File: config.mk
export PLATFORM = sky130hd
export DESIGN_NAME = pdq_match
export DESIGN_NICKNAME = d
export VERILOG_FILES = /design/src/design/priority_deque_with_keyed_removal_top_macros.svh /design/src/design/pdq_pkg.sv /design/src/design/pdq_match.sv
export SDC_FILE = /design/constraint.sdc
export NUM_CORES = 1
export LEC_CHECK = 0
export BUFFER_PORTS_ARGS = -buffer_cell sky130_fd_sc_hd__buf_2
export CAP_MARGIN = 15
export CORE_MARGIN = 5
export CORE_UTILIZATION = 43
export DETAILED_ROUTE_END_ITERATION = 6
export PLACE_DENSITY = 0.89
export SYNTH_ARGS = -nofsm -noshare
export SYNTH_HDL_FRONTEND = slang
export SYNTH_SLANG_ARGS = --single-unit
File: constraint.sdc
create_clock -name vclk -period 7.6
set_clock_uncertainty 0.2 [all_clocks]
set_input_delay 1.9 -clock vclk [all_inputs]
set_output_delay 1.9 -clock vclk [all_outputs]
set_load 0.005 [all_outputs]
File: src/design/priority_deque_with_keyed_removal_top_macros.svh
// Assertion macros shared by the deque RTL.
`ifndef PRIORITY_DEQUE_WITH_KEYED_REMOVAL_TOP_MACROS_SVH
`define PRIORITY_DEQUE_WITH_KEYED_REMOVAL_TOP_MACROS_SVH

// Same-cycle implication, disabled in reset.
`define PDQ_ASSERT_NOW(lbl, clk, rst, ante, cons, msg) \
  lbl: assert property (@(posedge clk) disable iff (rst) (ante) |-> (cons)) else $error(msg);

// Next-cycle implication, disabled in reset.
`define PDQ_ASSERT_NEXT(lbl, clk, rst, ante, cons, msg) \
  lbl: assert property (@(posedge clk) disable iff (rst) (ante) |=> (cons)) else $error(msg);

`endif

File: src/design/pdq_pkg.sv
// Types, codes and the key folding function for the keyed-removal deque.
`default_nettype none

package pdq_pkg;

  // Command codes carried in the func field.
  typedef enum logic [1:0] {
    FN_PUSH_TAIL = 2'd0,
    FN_PUSH_HEAD = 2'd1,
    FN_POP_HEAD  = 2'd2,
    FN_REMOVE    = 2'd3
  } func_t;

  // Result status codes.
  typedef enum logic [1:0] {
    ST_OK        = 2'd0,
    ST_FULL      = 2'd1,
    ST_EMPTY     = 2'd2,
    ST_NOT_FOUND = 2'd3
  } status_t;

  // Sequencer states.
  typedef enum logic [2:0] {
    S_IDLE,
    S_POP,
    S_SEARCH,
    S_SHIFT,
    S_RESP
  } state_t;

  // One command beat.
  typedef struct packed {
    logic [1:0]  func;
    logic [63:0] entry_key;
    logic [31:0] entry_payload;
  } cmd_t;

  // One result beat.
  typedef struct packed {
    logic [1:0]  status;
    logic [63:0] out_key;
    logic [31:0] out_payload;
    logic [7:0]  occupancy;
  } rsp_t;

  // One stored queue entry.
  typedef struct packed {
    logic [63:0] key;
    logic [31:0] payload;
  } entry_t;

  // Fold ASCII upper-case letters to lower case in each of the eight bytes.
  function automatic logic [63:0] fold_key(input logic [63:0] k);
    logic [63:0] r;
    logic [7:0]  c;
    for (int b = 0; b < 8; b++) begin
      c = k[8*b +: 8];
      if (c >= 8'h41 && c <= 8'h5A) begin
        c = c + 8'h20;
      end
      r[8*b +: 8] = c;
    end
    return r;
  endfunction

endpackage

`default_nettype wire

File: src/design/pdq_match.sv
// Case-insensitive key comparator shared by every step of the keyed search.
`default_nettype none

module pdq_match (
  input  logic [63:0] stored_key,
  input  logic [63:0] want_key,
  output logic        hit
);
  import pdq_pkg::*;

  // The wanted key arrives already folded.
  assign hit = (fold_key(stored_key) == want_key);

endmodule

`default_nettype wire

==> summary.txt <==
Timing
  • Max-slew violations: 0
  • Final min period: roughly 6 ns
  • Worst slew pin tran: between 0.4 and 0.5 ns
  • Post-route setup TNS: 0 ns
  • # setup viols final: 0
  • Final hold slack: 4.00 ns
  • Slew HR: 70.3%
  • Final period util: roughly 80%
  • Unrepaired setup endpoints after global routing: no
  • Peak Freq: ~170 MHz
  • Final hold viol count: 0

Critical path
  • Crit path DAT: a little under 4 ns
  • Crit Path Category: input pin to primary output
  • Startpoint type of the worst setup path: input pin
  • WP data required: ~5.5 ns
  • Largest fanout on the critical path: 5
  • Crit path capture type: primary output

Outcome
  • Status: complete, no violations

Die
  • Die Ht: roughly 69 um
  • Die ar.: approximately 0.0048 mm2
  • Core area: around 0.0034 mm2
  • Boundary pin count: approximately 130
  • Die Span X: between 60 and 70 um
  • Initial Util: 44.6%
  • Cell row count: 21

Logic synthesis
  • Post-Synthesis Cells: around 220
  • Post-Syn Area: approximately 0.0015 mm2
  • Register area share after synthesis: 0%
  • Synth area leaders: xnor2_1 16%, xor2_1 15%, ha_1 6.7%
  • Synth top area share: 16.3%
  • Top cells by count, synth: 28 x xnor2_1, 25 x xor2_1, 17 x nor2_1
  • Top-count cell post-synth: xnor2_1
  • Mean cell area of the mapped netlist: between 6 and 7 um2
  • Cell variety after synth: 47
  • Warnings from Yosys: 0
  • Syn nets: ~350
  • Most area-hungry cell type in the Yosys netlist: xnor2_1

Placement
  • Hpwl dp: between 5000 and 6000 um
  • Port bufs: approximately 130
  • Placer Congestion: ~0.95

Power and ir drop
  • VDD IR-drop max: slightly above 0.03 mV
  • Leak pwr: between 1 and 1.5 nW
  • Pwr/cell area: 53.3 mW/mm2

GRT
  • First-pass GRT wire length: 9010 um
  • Vias in the first global route: about 2100
  • Overall Global Routing Usage: 21.9%
  • Grt peak-use layer: met2
  • Met1 Usage GRT: between 20% and 30%
  • Antenna violations before repair: 0
  • Largest net degree at the start of global routing: 7
  • Met2 Use GR: around two fifths
  • Met3 Use GR: 3.49%
  • GRT overflow: 0

Layout
  • Layout area overhead: 46.9%
  • Nets: ~480
  • FF/Latch Area: 0 um2
  • # diodes: 0
  • Layout cells sized above 1: just under 40%
  • Clock Buffer Count: 0
  • Number of fillers in the final layout: about 340
  • FF+latch count: 0

Clock tree
  • Post-CTS Setup Bufs: 0
  • Hold buffers post-CTS: 0
  • CTS resizes: 0

Route
  • Drt total wl: about 5700 um
  • Routed len/inst: between 10 and 15 um
  • DRC: 0
  • Vias: between 2000 and 2500
  • Initial DRC count: 83
  • Pre-antenna DRT Iters: 6
  • Antenna viol nets, final: 0
  • Drt via density: about 5.5

Min path
  • Hold Path Class: input pin to primary output

Flow run
  • Max Cap Viol: 0
-- final timing paths --
path / startpoint / slack (ns) / cells past startpoint / endpoint
setup / recovery: stored_key[53] / 1.65 / 9 / hit
hold / removal: want_key[45] / 4.00 / 5 / hit
-- critical path: stages --
cell	delay (ns)
buf_2	0.13
ha_1	0.29
nor3_1	0.27
nor2_1	0.06
or3_1	0.30
a311oi_1	0.29
nand4_1	0.16
nor4b_2	0.29
buf_2	0.15
-- logic make-up (layout without fill, tap and decap cells) --
kind of cell	Yosys count	in the layout	share of synthesized area, %
muxes	4	4	3.00
buffers and inverters	12	141	3.00
and+or+nand+nor	83	83	29.5
adders and majority gates	8	8	6.67
AOI/OAI and AO/OA	56	56	26.9
xor gates and xnor gates	53	53	30.9
-- area by class of cell --
class / count / area, um2 / share of cell area (%)
Multi-Input combinational cell: 204 / 1460 / 66.0
Tap cell: 46 / 57.6 / 2.61
Timing Repair Buffer: 129 / 646 / 29.3
Inverter: 12 / 45.0 / 2.04
-- placed cells by master (no fill, tap or decap), types with 4 or more instances in the layout --
master / n
or3_1: 4
nor3_1: 10
nor2_1: 17
inv_1: 12
nand4_1: 9
o21ai_0: 5
nand2_1: 15
buf_2: 129
xor2_1: 25
xnor2_1: 28
nor2b_1: 6
nand3_1: 4
nor4_1: 8
a31oi_1: 4
o22ai_1: 8
ha_1: 8
a21oi_1: 8
-- per-stage QoR --
step / utilization, % / cells / total power, mW / cell area [um2] / setup slack, ns
finish: 65.5 / 391 / 0.117 / 2200 / 1.65
global route: 65.5 / 391 / 0.130 / 2200 / 1.50
CTS: 65.5 / 391 / 0.117 / 2200 / 1.67
detailed placement: 65.5 / 391 / 0.117 / 2200 / 1.68
global placement: 65.5 / 391 / 0.115 / 2200 / 1.75
floorplan: - / 216 / 0.0570 / 1500 / 2.16
-- power breakdown --
group / switching, mW / internal [mW]
Combinational: 0.0582 / 0.0593
Sequential: 0 / 0
Clock: 0 / 0
Total: 0.0582 / 0.0593
-- per-layer routing --
layer  vias to the layer above  part of all wire, %
li1                       1088                    -
met1                       966                   39
met2                        99                   50
met3                        10                  9.2
met4                         0                  1.9
met5                         -                    0
(Power assumes the default switching activity.)
